File: src/design/sfr_pkg.sv
// ----------------------------------------------------------------------------
// sfr_pkg
// Shared types, constants and helpers for the stream find and replace core.
// ----------------------------------------------------------------------------
package sfr_pkg;

    localparam int PATTERN_MAX = 32;
    localparam int REPLACE_MAX = 32;
    localparam int LEN_W       = 6;
    localparam int SLOT_W      = 5;

    localparam logic [7:0] NEWLINE_BYTE = 8'h0A;
    localparam logic [7:0] SPACE_BYTE   = 8'h20;

    // input commands
    localparam logic [1:0] CMD_PATTERN = 2'd0;
    localparam logic [1:0] CMD_REPLACE = 2'd1;
    localparam logic [1:0] CMD_TEXT    = 2'd2;
    localparam logic [1:0] CMD_END     = 2'd3;

    // result kinds
    localparam logic [1:0] KIND_PASS    = 2'd0;
    localparam logic [1:0] KIND_REPL    = 2'd1;
    localparam logic [1:0] KIND_REPORT  = 2'd2;
    localparam logic [1:0] KIND_SUMMARY = 2'd3;

    // register indexes
    localparam logic [2:0] REG_CASE_SENS  = 3'd0;
    localparam logic [2:0] REG_REPLACE    = 3'd1;
    localparam logic [2:0] REG_PLEN       = 3'd2;
    localparam logic [2:0] REG_RLEN       = 3'd3;
    localparam logic [2:0] REG_START      = 3'd4;

    typedef struct packed {
        logic [1:0]        cmd;
        logic [SLOT_W-1:0] slot;
        logic [7:0]        in_byte;
    } sfr_in_t;

    typedef struct packed {
        logic [1:0]  kind;
        logic [7:0]  out_byte;
        logic [31:0] match_offset;
        logic [31:0] match_count;
        logic        found_any;
        logic        last;
    } sfr_out_t;

    typedef struct packed {
        logic load_pat;
        logic write;
        logic shift;
        logic fold_en;
    } sfr_cell_ctrl_t;

    // ascii lower-case fold, when enabled
    function automatic logic [7:0] fold_byte(input logic [7:0] c, input logic en);
        if (en && c >= 8'h41 && c <= 8'h5A) begin
            return c + 8'h20;
        end
        return c;
    endfunction

endpackage

File: src/design/sfr_cell.sv
// ----------------------------------------------------------------------------
// sfr_cell
// One window position: holds a pattern byte and a text byte and compares them.
// ----------------------------------------------------------------------------
module sfr_cell import sfr_pkg::*; (
    input  logic           aclk,
    input  sfr_cell_ctrl_t ctrl,
    input  logic           pat_sel,
    input  logic           wr_sel,
    input  logic           active,
    input  logic [7:0]     in_byte,
    input  logic [7:0]     right_byte,
    output logic [7:0]     byte_q,
    output logic           ok
);

    logic [7:0] pat_reg;
    logic [7:0] byte_reg;
    logic [7:0] txt_cmp;

    // pattern load, text write or shift from the neighbour
    always_ff @(posedge aclk) begin
        if (ctrl.load_pat && pat_sel) begin
            pat_reg <= in_byte;
        end
        if (ctrl.write && wr_sel) begin
            byte_reg <= in_byte;
        end else if (ctrl.shift) begin
            byte_reg <= right_byte;
        end
    end

    // newline compares as space
    assign txt_cmp = (byte_reg == NEWLINE_BYTE) ? SPACE_BYTE : byte_reg;
    assign ok      = !active ||
                     (fold_byte(pat_reg, ctrl.fold_en) == fold_byte(txt_cmp, ctrl.fold_en));
    assign byte_q  = byte_reg;

endmodule

File: src/design/stream_find_replace_core.sv
// ----------------------------------------------------------------------------
// stream_find_replace_core
// Streaming find and replace over a byte stream through a row of window cells.
// ----------------------------------------------------------------------------
// channel | dir | handshake          | beat
// s_      | in  | s_valid / s_ready  | sfr_in_t command beat
// m_      | out | m_valid / m_ready  | sfr_out_t result beat
// cfg_    | in  | cfg_valid/cfg_ready| register index and data
//
// A load beat, and a text beat before the start offset, finish in the idle
// state; any other text beat is written, then compared across all cells, and
// then followed by its replacement bytes or its match report. End of text
// goes to the summary, in replace mode after flushing the held window bytes.
// Reset is synchronous, active low; it clears control state and counters.
// A stalled m_ready holds the sequencer and the input stays not ready.
// ----------------------------------------------------------------------------
module stream_find_replace_core import sfr_pkg::*; (
    input  logic        aclk,
    input  logic        aresetn,
    input  logic        s_valid,
    output logic        s_ready,
    input  sfr_in_t     s_data,
    output logic        m_valid,
    input  logic        m_ready,
    output sfr_out_t    m_data,
    input  logic        cfg_valid,
    output logic        cfg_ready,
    input  logic [2:0]  cfg_index,
    input  logic [31:0] cfg_data
);

    localparam int IDX_W = $clog2(REPLACE_MAX);

    typedef enum logic [2:0] {
        ST_IDLE, ST_EVAL, ST_REPORT, ST_REPL, ST_FLUSH, ST_SUMMARY
    } state_t;

    state_t      state_reg;
    logic        case_reg, repl_mode_reg;
    logic [LEN_W-1:0] plen_reg, rlen_reg;
    logic [31:0] start_reg;
    logic [LEN_W-1:0] fill_reg;
    logic [31:0] toff_reg, t_reg, count_reg;
    logic [LEN_W-1:0] ridx_reg;
    logic [7:0]  rep_mem [REPLACE_MAX];
    logic        m_valid_reg;
    sfr_out_t    m_data_reg;

    logic [LEN_W-1:0] plen_eff, rlen_eff;
    logic        out_ok, s_fire, cfg_fire, all_ok, do_cmp, cmp_match, first;
    logic [31:0] count_inc;
    sfr_cell_ctrl_t ctrl;
    logic [7:0]  cell_byte [PATTERN_MAX];
    logic [PATTERN_MAX-1:0] cell_ok;

    // effective lengths
    always_comb begin
        if (plen_reg == '0) begin
            plen_eff = LEN_W'(1);
        end else if (plen_reg > LEN_W'(PATTERN_MAX)) begin
            plen_eff = LEN_W'(PATTERN_MAX);
        end else begin
            plen_eff = plen_reg;
        end
        rlen_eff = (rlen_reg > LEN_W'(REPLACE_MAX)) ? LEN_W'(REPLACE_MAX) : rlen_reg;
    end

    assign out_ok    = !m_valid_reg || m_ready;
    assign s_ready   = (state_reg == ST_IDLE) && out_ok;
    assign s_fire    = s_valid && s_ready;
    assign cfg_ready = 1'b1;
    assign cfg_fire  = cfg_valid;
    assign all_ok    = &cell_ok;
    assign do_cmp    = (fill_reg == plen_eff);
    assign cmp_match = do_cmp && all_ok;
    assign first     = (count_reg == '0);
    assign count_inc = (count_reg == 32'hFFFF_FFFF) ? count_reg : count_reg + 32'd1;

    // cell control
    always_comb begin
        ctrl.load_pat = s_fire && (s_data.cmd == CMD_PATTERN);
        ctrl.write    = s_fire && (s_data.cmd == CMD_TEXT) && !(toff_reg < start_reg);
        ctrl.shift    = ((state_reg == ST_EVAL) && out_ok && do_cmp && !all_ok) ||
                        ((state_reg == ST_FLUSH) && out_ok && (fill_reg != '0));
        ctrl.fold_en  = !case_reg;
    end

    // window cells
    for (genvar i = 0; i < PATTERN_MAX; i++) begin : g_cell
        logic [7:0] right;
        if (i == PATTERN_MAX - 1) begin : g_end
            assign right = '0;
        end else begin : g_mid
            assign right = cell_byte[i+1];
        end
        sfr_cell u_cell (
            .aclk       (aclk),
            .ctrl       (ctrl),
            .pat_sel    (s_data.slot == SLOT_W'(i)),
            .wr_sel     (fill_reg == LEN_W'(i)),
            .active     (LEN_W'(i) < plen_eff),
            .in_byte    (s_data.in_byte),
            .right_byte (right),
            .byte_q     (cell_byte[i]),
            .ok         (cell_ok[i])
        );
    end

    // replacement store
    always_ff @(posedge aclk) begin
        if (s_fire && s_data.cmd == CMD_REPLACE) begin
            rep_mem[s_data.slot[IDX_W-1:0]] <= s_data.in_byte;
        end
    end

    // text byte of the beat under evaluation: the newest window cell
    function automatic logic [7:0] t_byte_hold();
        logic [7:0] b;
        b = '0;
        for (int k = 0; k < PATTERN_MAX; k++) begin
            if (LEN_W'(k + 1) == fill_reg) begin
                b = cell_byte[k];
            end
        end
        return b;
    endfunction

    // sequencer, counters, configuration and output register
    always_ff @(posedge aclk) begin
        if (!aresetn) begin
            state_reg     <= ST_IDLE;
            case_reg      <= 1'b1;
            repl_mode_reg <= 1'b0;
            plen_reg      <= LEN_W'(1);
            rlen_reg      <= '0;
            start_reg     <= '0;
            fill_reg      <= '0;
            toff_reg      <= '0;
            count_reg     <= '0;
            ridx_reg      <= '0;
            m_valid_reg   <= 1'b0;
        end else begin
            if (m_valid_reg && m_ready) begin
                m_valid_reg <= 1'b0;
            end
            if (cfg_fire) begin
                unique case (cfg_index)
                    REG_CASE_SENS: case_reg <= cfg_data[0];
                    REG_REPLACE: begin
                        repl_mode_reg <= cfg_data[0];
                        fill_reg      <= '0;
                    end
                    REG_PLEN: begin
                        plen_reg <= cfg_data[LEN_W-1:0];
                        fill_reg <= '0;
                    end
                    REG_RLEN:  rlen_reg <= cfg_data[LEN_W-1:0];
                    REG_START: begin
                        start_reg <= cfg_data;
                        fill_reg  <= '0;
                    end
                    default: ;
                endcase
            end
            unique case (state_reg)
                ST_IDLE: begin
                    if (s_fire) begin
                        unique case (s_data.cmd)
                            CMD_TEXT: begin
                                t_reg <= toff_reg;
                                if (toff_reg != 32'hFFFF_FFFF) begin
                                    toff_reg <= toff_reg + 32'd1;
                                end
                                if (toff_reg < start_reg) begin
                                    m_valid_reg <= 1'b1;
                                    m_data_reg  <= '{KIND_PASS, s_data.in_byte, 32'd0,
                                                     count_reg, !first, 1'b1};
                                end else begin
                                    fill_reg  <= fill_reg + LEN_W'(1);
                                    state_reg <= ST_EVAL;
                                end
                            end
                            CMD_END: state_reg <= repl_mode_reg ? ST_FLUSH : ST_SUMMARY;
                            default: ;
                        endcase
                    end
                end
                ST_EVAL: begin
                    if (out_ok) begin
                        state_reg <= ST_IDLE;
                        if (!repl_mode_reg) begin
                            m_valid_reg <= 1'b1;
                            m_data_reg  <= '{KIND_PASS, t_byte_hold(), 32'd0,
                                             count_reg, !first, !(cmp_match && first)};
                            if (cmp_match && first) begin
                                state_reg <= ST_REPORT;
                            end
                        end else if (do_cmp && !all_ok) begin
                            m_valid_reg <= 1'b1;
                            m_data_reg  <= '{KIND_PASS, cell_byte[0], 32'd0,
                                             count_reg, !first, 1'b1};
                        end
                        if (cmp_match) begin
                            count_reg <= count_inc;
                            fill_reg  <= '0;
                            if (repl_mode_reg && rlen_eff != '0) begin
                                ridx_reg  <= '0;
                                state_reg <= ST_REPL;
                            end
                        end else if (do_cmp) begin
                            fill_reg <= plen_eff - LEN_W'(1);
                        end
                    end
                end
                ST_REPORT: begin
                    if (out_ok) begin
                        m_valid_reg <= 1'b1;
                        m_data_reg  <= '{KIND_REPORT, 8'd0,
                                         t_reg - 32'(plen_eff - LEN_W'(1)),
                                         count_reg, !first, 1'b1};
                        state_reg   <= ST_IDLE;
                    end
                end
                ST_REPL: begin
                    if (out_ok) begin
                        m_valid_reg <= 1'b1;
                        m_data_reg  <= '{KIND_REPL, rep_mem[ridx_reg[IDX_W-1:0]], 32'd0,
                                         count_reg, !first,
                                         (ridx_reg + LEN_W'(1)) == rlen_eff};
                        ridx_reg    <= ridx_reg + LEN_W'(1);
                        if ((ridx_reg + LEN_W'(1)) == rlen_eff) begin
                            state_reg <= ST_IDLE;
                        end
                    end
                end
                ST_FLUSH: begin
                    if (fill_reg == '0) begin
                        state_reg <= ST_SUMMARY;
                    end else if (out_ok) begin
                        m_valid_reg <= 1'b1;
                        m_data_reg  <= '{KIND_PASS, cell_byte[0], 32'd0,
                                         count_reg, !first, 1'b0};
                        fill_reg    <= fill_reg - LEN_W'(1);
                    end
                end
                ST_SUMMARY: begin
                    if (out_ok) begin
                        m_valid_reg <= 1'b1;
                        m_data_reg  <= '{KIND_SUMMARY, 8'd0, 32'd0,
                                         count_reg, !first, 1'b1};
                        fill_reg    <= '0;
                        toff_reg    <= '0;
                        count_reg   <= '0;
                        state_reg   <= ST_IDLE;
                    end
                end
                default: state_reg <= ST_IDLE;
            endcase
        end
    end

    assign m_valid = m_valid_reg;
    assign m_data  = m_data_reg;

    // window never holds more than the pattern
    a_fill: assert property (@(posedge aclk) disable iff (!aresetn)
        fill_reg <= plen_eff) else $error("window fill beyond pattern length");

    // input only taken while the sequencer is idle
    a_ready: assert property (@(posedge aclk) disable iff (!aresetn)
        (state_reg != ST_IDLE) |-> !s_ready) else $error("input ready while busy");

    // summary always closes its beat
    a_summary: assert property (@(posedge aclk) disable iff (!aresetn)
        (m_valid && m_data.kind == KIND_SUMMARY) |-> m_data.last)
        else $error("summary without last");

endmodule

File: config.mk
export PLATFORM = sky130hd
export DESIGN_NAME = stream_find_replace_core
export DESIGN_NICKNAME = d
export VERILOG_FILES = /design/src/design/sfr_pkg.sv /design/src/design/sfr_cell.sv /design/src/design/stream_find_replace_core.sv
export SDC_FILE = /design/constraint.sdc
export NUM_CORES = 2
export LEC_CHECK = 0
export ABC_AREA = 1
export BUFFER_PORTS_ARGS = -buffer_cell sky130_fd_sc_hd__buf_2
export CELL_PAD_IN_SITES_DETAIL_PLACEMENT = 1
export CELL_PAD_IN_SITES_GLOBAL_PLACEMENT = 2
export CORE_MARGIN = 3
export CORE_UTILIZATION = 43
export DETAILED_ROUTE_END_ITERATION = 6
export PLACE_DENSITY = 0.88
export SYNTH_ARGS = -nofsm -noshare
export SYNTH_HDL_FRONTEND = slang
export SYNTH_HIERARCHICAL = 1
export SYNTH_SLANG_ARGS = --single-unit
File: constraint.sdc
create_clock -name aclk -period 44.2 [get_ports aclk]
set_clock_uncertainty 0.2 [all_clocks]
set_input_delay 2.21 -clock aclk [delete_from_list [all_inputs] [get_ports aclk]]
set_output_delay 2.21 -clock aclk [all_outputs]
set_load 0.01 [all_outputs]
==> impl_metrics.csv <==
group,metric,value,unit
run_status,status,"complete, no violations",
critical_path,critPathMaxStageDelay,0.77,ns
floorplanning,start_util,43.5,%
synth,ys_types,68,
clock_network,tritoncts,"yes",
global_routing,grt.total_usage,27.5,%
critical_path,rr_worst_depth,36,
power_and_ir_drop,p_per_area,40.0,nW/um^2
synth,synthFlopType,"edfxtp_1",
floorplanning,num_io_pins,134,
global_routing,gr-total-overflow,0,
min_path,holdPathEnd,"start_reg[6]",
global_routing,grt_start_max_net_pins,91,
detailed_routing,drc,0,
detailed_routing,ant_nets,0,
final_layout,final_cell_mix,"nand2_1 (1,602), edfxtp_1 (876), nor2_1 (765)",
timing,fin_crit,6.40,ns
timing,maxSlewViolCount,0,
final_layout,mostFrequentLayoutCell,"nand2_1",
timing,fin_setup_tns,0,ns
min_path,min_path_type,"flop to flop",
power_and_ir_drop,leakagePower,25.6,nW
floorplanning,fp.dieArea,138000,sq um
detailed_routing,dr.pass1.iters,6,
critical_path,arrival,6.83,ns
placed_design,dp_hpwl,131000,microns
placed_design,placed_cell_area,60400,sq um
clock_network,h-tree-depth,3,
clock_network,path_clk_slew,0.06,ns
detailed_routing,drtIter0Drc,3606,
min_path,min_delay_path_depth,2,
placed_design,post-place-ws,37.82,ns
synth,async_flop_share,0,%
global_routing,grt_pass1_wl,293000,microns
synth,synthCells,6697,
timing,finalCritPeriodShare,14.5,%
power_and_ir_drop,ir_drop,37.4,uV
global_routing,grt_pass1_vias,49100,
clock_network,cts_hold_buf,0,
final_layout,drive_above_1_share,15.3,%
synth,synth_area_per_cell,8.58,sq um
detailed_routing,wirelength,191000,microns
floorplanning,die_w,372,microns
detailed_routing,wl_per_cell,21.9,microns
placed_design,portBuffers,132,
floorplanning,die_h,372,microns
min_path,hp-start,"start_reg[6]",
critical_path,path_class,"flop to flop",
timing,relSlewSlack,5.04,%
timing,grt_setup_unrepaired,"false",
floorplanning,rows,133,
critical_path,critical-path-slowest-cell,"buf_4",
critical_path,cp-end-kind,"flop",
clock_network,clk_latency,0.78,ns
clock_network,clk_path_buf_depth,3,
timing,finalSetupViolations,0,
critical_path,r2r-start,"case_reg",
floorplanning,core,132000,sq um
synth,syn_area,57400,sq um
critical_path,critPathMaxFanout,40,
clock_network,postCtsSetupRepairBufs,0,
clock_network,clock_sinks,1007,
global_routing,antenna_found_initial,16,
synth,synth-seq-area-share,50.4,%
critical_path,startpoint_type,"flop",
final_layout,areaGrowthSynthToFinish,11.8,%
final_layout,layout.nets,7064,
timing,setup_slack,37.80,ns
critical_path,critPathRequiredTime,44.63,ns
placed_design,gp_congestion,0.845,
synth,yosys_register_bits,1007,
clock_network,clockRootBuffer,"clkbuf_16",
detailed_routing,via_count,48000,
timing,hold_viol_final,0,
detailed_routing,routed_via_density,5.48,
synth,synth_edf_count,876,
critical_path,reg2reg_slack,37.80,ns
critical_path,r2r-end,"count_reg[20]",
run,cap_violations,0,
timing,timing.fmax,0.156,GHz
final_layout,fin_area,64200,sq um
timing,tightest_slew,1.41,ns
critical_path,crit_top_cell,"inv_2",
clock_network,post_cts_resized,0,
synth,ys_warn_count,6,
clock_network,cts_buffers,112,
final_layout,fill_cells,15700,
cell type report:
class                           instances  area, sq um  share of cell area [%]
Tap cell                             1755         2200                    3.42
Sequential cell                      1007        28900                    45.1
Clock buffer                          136         2940                    4.59
Antenna cell                            6         15.0                  0.0234
Clock inverter                         75          835                    1.30
Multi-Input combinational cell       4652        24600                    38.3
Inverter                              933         3510                    5.46
Timing Repair Buffer                  196         1160                    1.81
worst max path at each step:
stage                     depth (start not counted)  slack [ns]        start            end
after floorplan                                   7       28.27      m_ready      m_data[0]
after global placement                           36       37.95     case_reg  count_reg[20]
after detailed placement                         35       37.82     case_reg  count_reg[20]
after CTS                                        35       37.71     case_reg  count_reg[20]
after global routing                             44       37.12  plen_reg[2]     m_data[64]
final                                            36       37.80     case_reg  count_reg[20]
cells in the mapped netlist (3+ instances only):
library cell,number,area (sq um)
nand3_2,36,360
a2111oi_0,3,26.3
nor2_1,767,2880
o211ai_1,15,113
buf_6,6,67.6
nor3_2,5,50.1
o21ai_1,9,45.0
edfxtp_1,876,26300
o21a_1,3,22.5
dfxtp_1,131,2620
xor2_1,44,385
o22ai_1,12,75.1
xnor2_1,101,885
mux2_2,256,2880
nor2_2,142,888
inv_1,740,2780
buf_2,14,70.1
o21bai_1,5,37.5
nand2_2,40,250
o221ai_1,62,543
clkinv_1,70,263
nand2_1,1606,6030
a21oi_1,244,1220
ha_1,106,1330
clkbuf_1,85,319
nand4_1,106,663
a211oi_1,11,82.6
nand3_1,560,2800
o21ai_0,295,1480
buf_4,3,22.5
nor4_1,20,125
a22oi_1,4,30.0
or2_2,64,400
nor3_1,73,365
buf_1,3,11.3
inv_2,120,450
nor2_4,13,146
a31oi_1,4,25.0
a221oi_1,3,26.3
kinds of logic (layout without fill, tap and decap cells):
kind of cell    count (synthesis)  count (layout)  synth area share [%]
xor+xnor                      145             145                  2.21
other cells                     2              16                0.0131
compound gates                687             687                  6.78
simple gates                 3447            3447                  26.3
mux                           256             256                  5.02
fa+ha+maj                     107             107                  2.34
buf+inv                      1046            1340                  6.98
flops                        1007            1007                  50.4
worst max-delay path, delay by kind of cell, from the launching register on:
kind	cells	cell delay [ns]
buffers and inverters	11	1.80
AND/OR/NAND/NOR	24	3.70
AO/OA/AOI/OAI	1	0.21
flip-flops	1	0.32
per-layer routing:
layer  vias to the layer above  track usage [%]  part of all wire, %
li1                      22800                -                    -
met1                     23800             36.2                   44
met2                      1110             47.3                   48
met3                       288             3.42                  4.7
met4                         2             8.39                  2.9
met5                         -                0               0.0063
power breakdown:
part | switching (mW) | total [mW] | internal, mW
Combinational | 0.316 | 0.442 | 0.126
Clock | 0.415 | 0.963 | 0.548
Sequential | 0.0632 | 1.16 | 1.10
Total | 0.794 | 2.57 | 1.77
through the flow:
step           instances  util, %  hold slack (ns)  total power, mW
3_3_place_gp        8542     45.7            0.245             1.61
2_1_floorplan       6705        -            0.203             1.43
5_1_grt             8755     48.6            0.285             2.67
3_5_place_dp        8542     45.7            0.248             1.62
4_1_cts             8753     48.6            0.265             2.58
6_report            8760     48.6            0.260             2.57
Power figures use the tool's default switching activity.
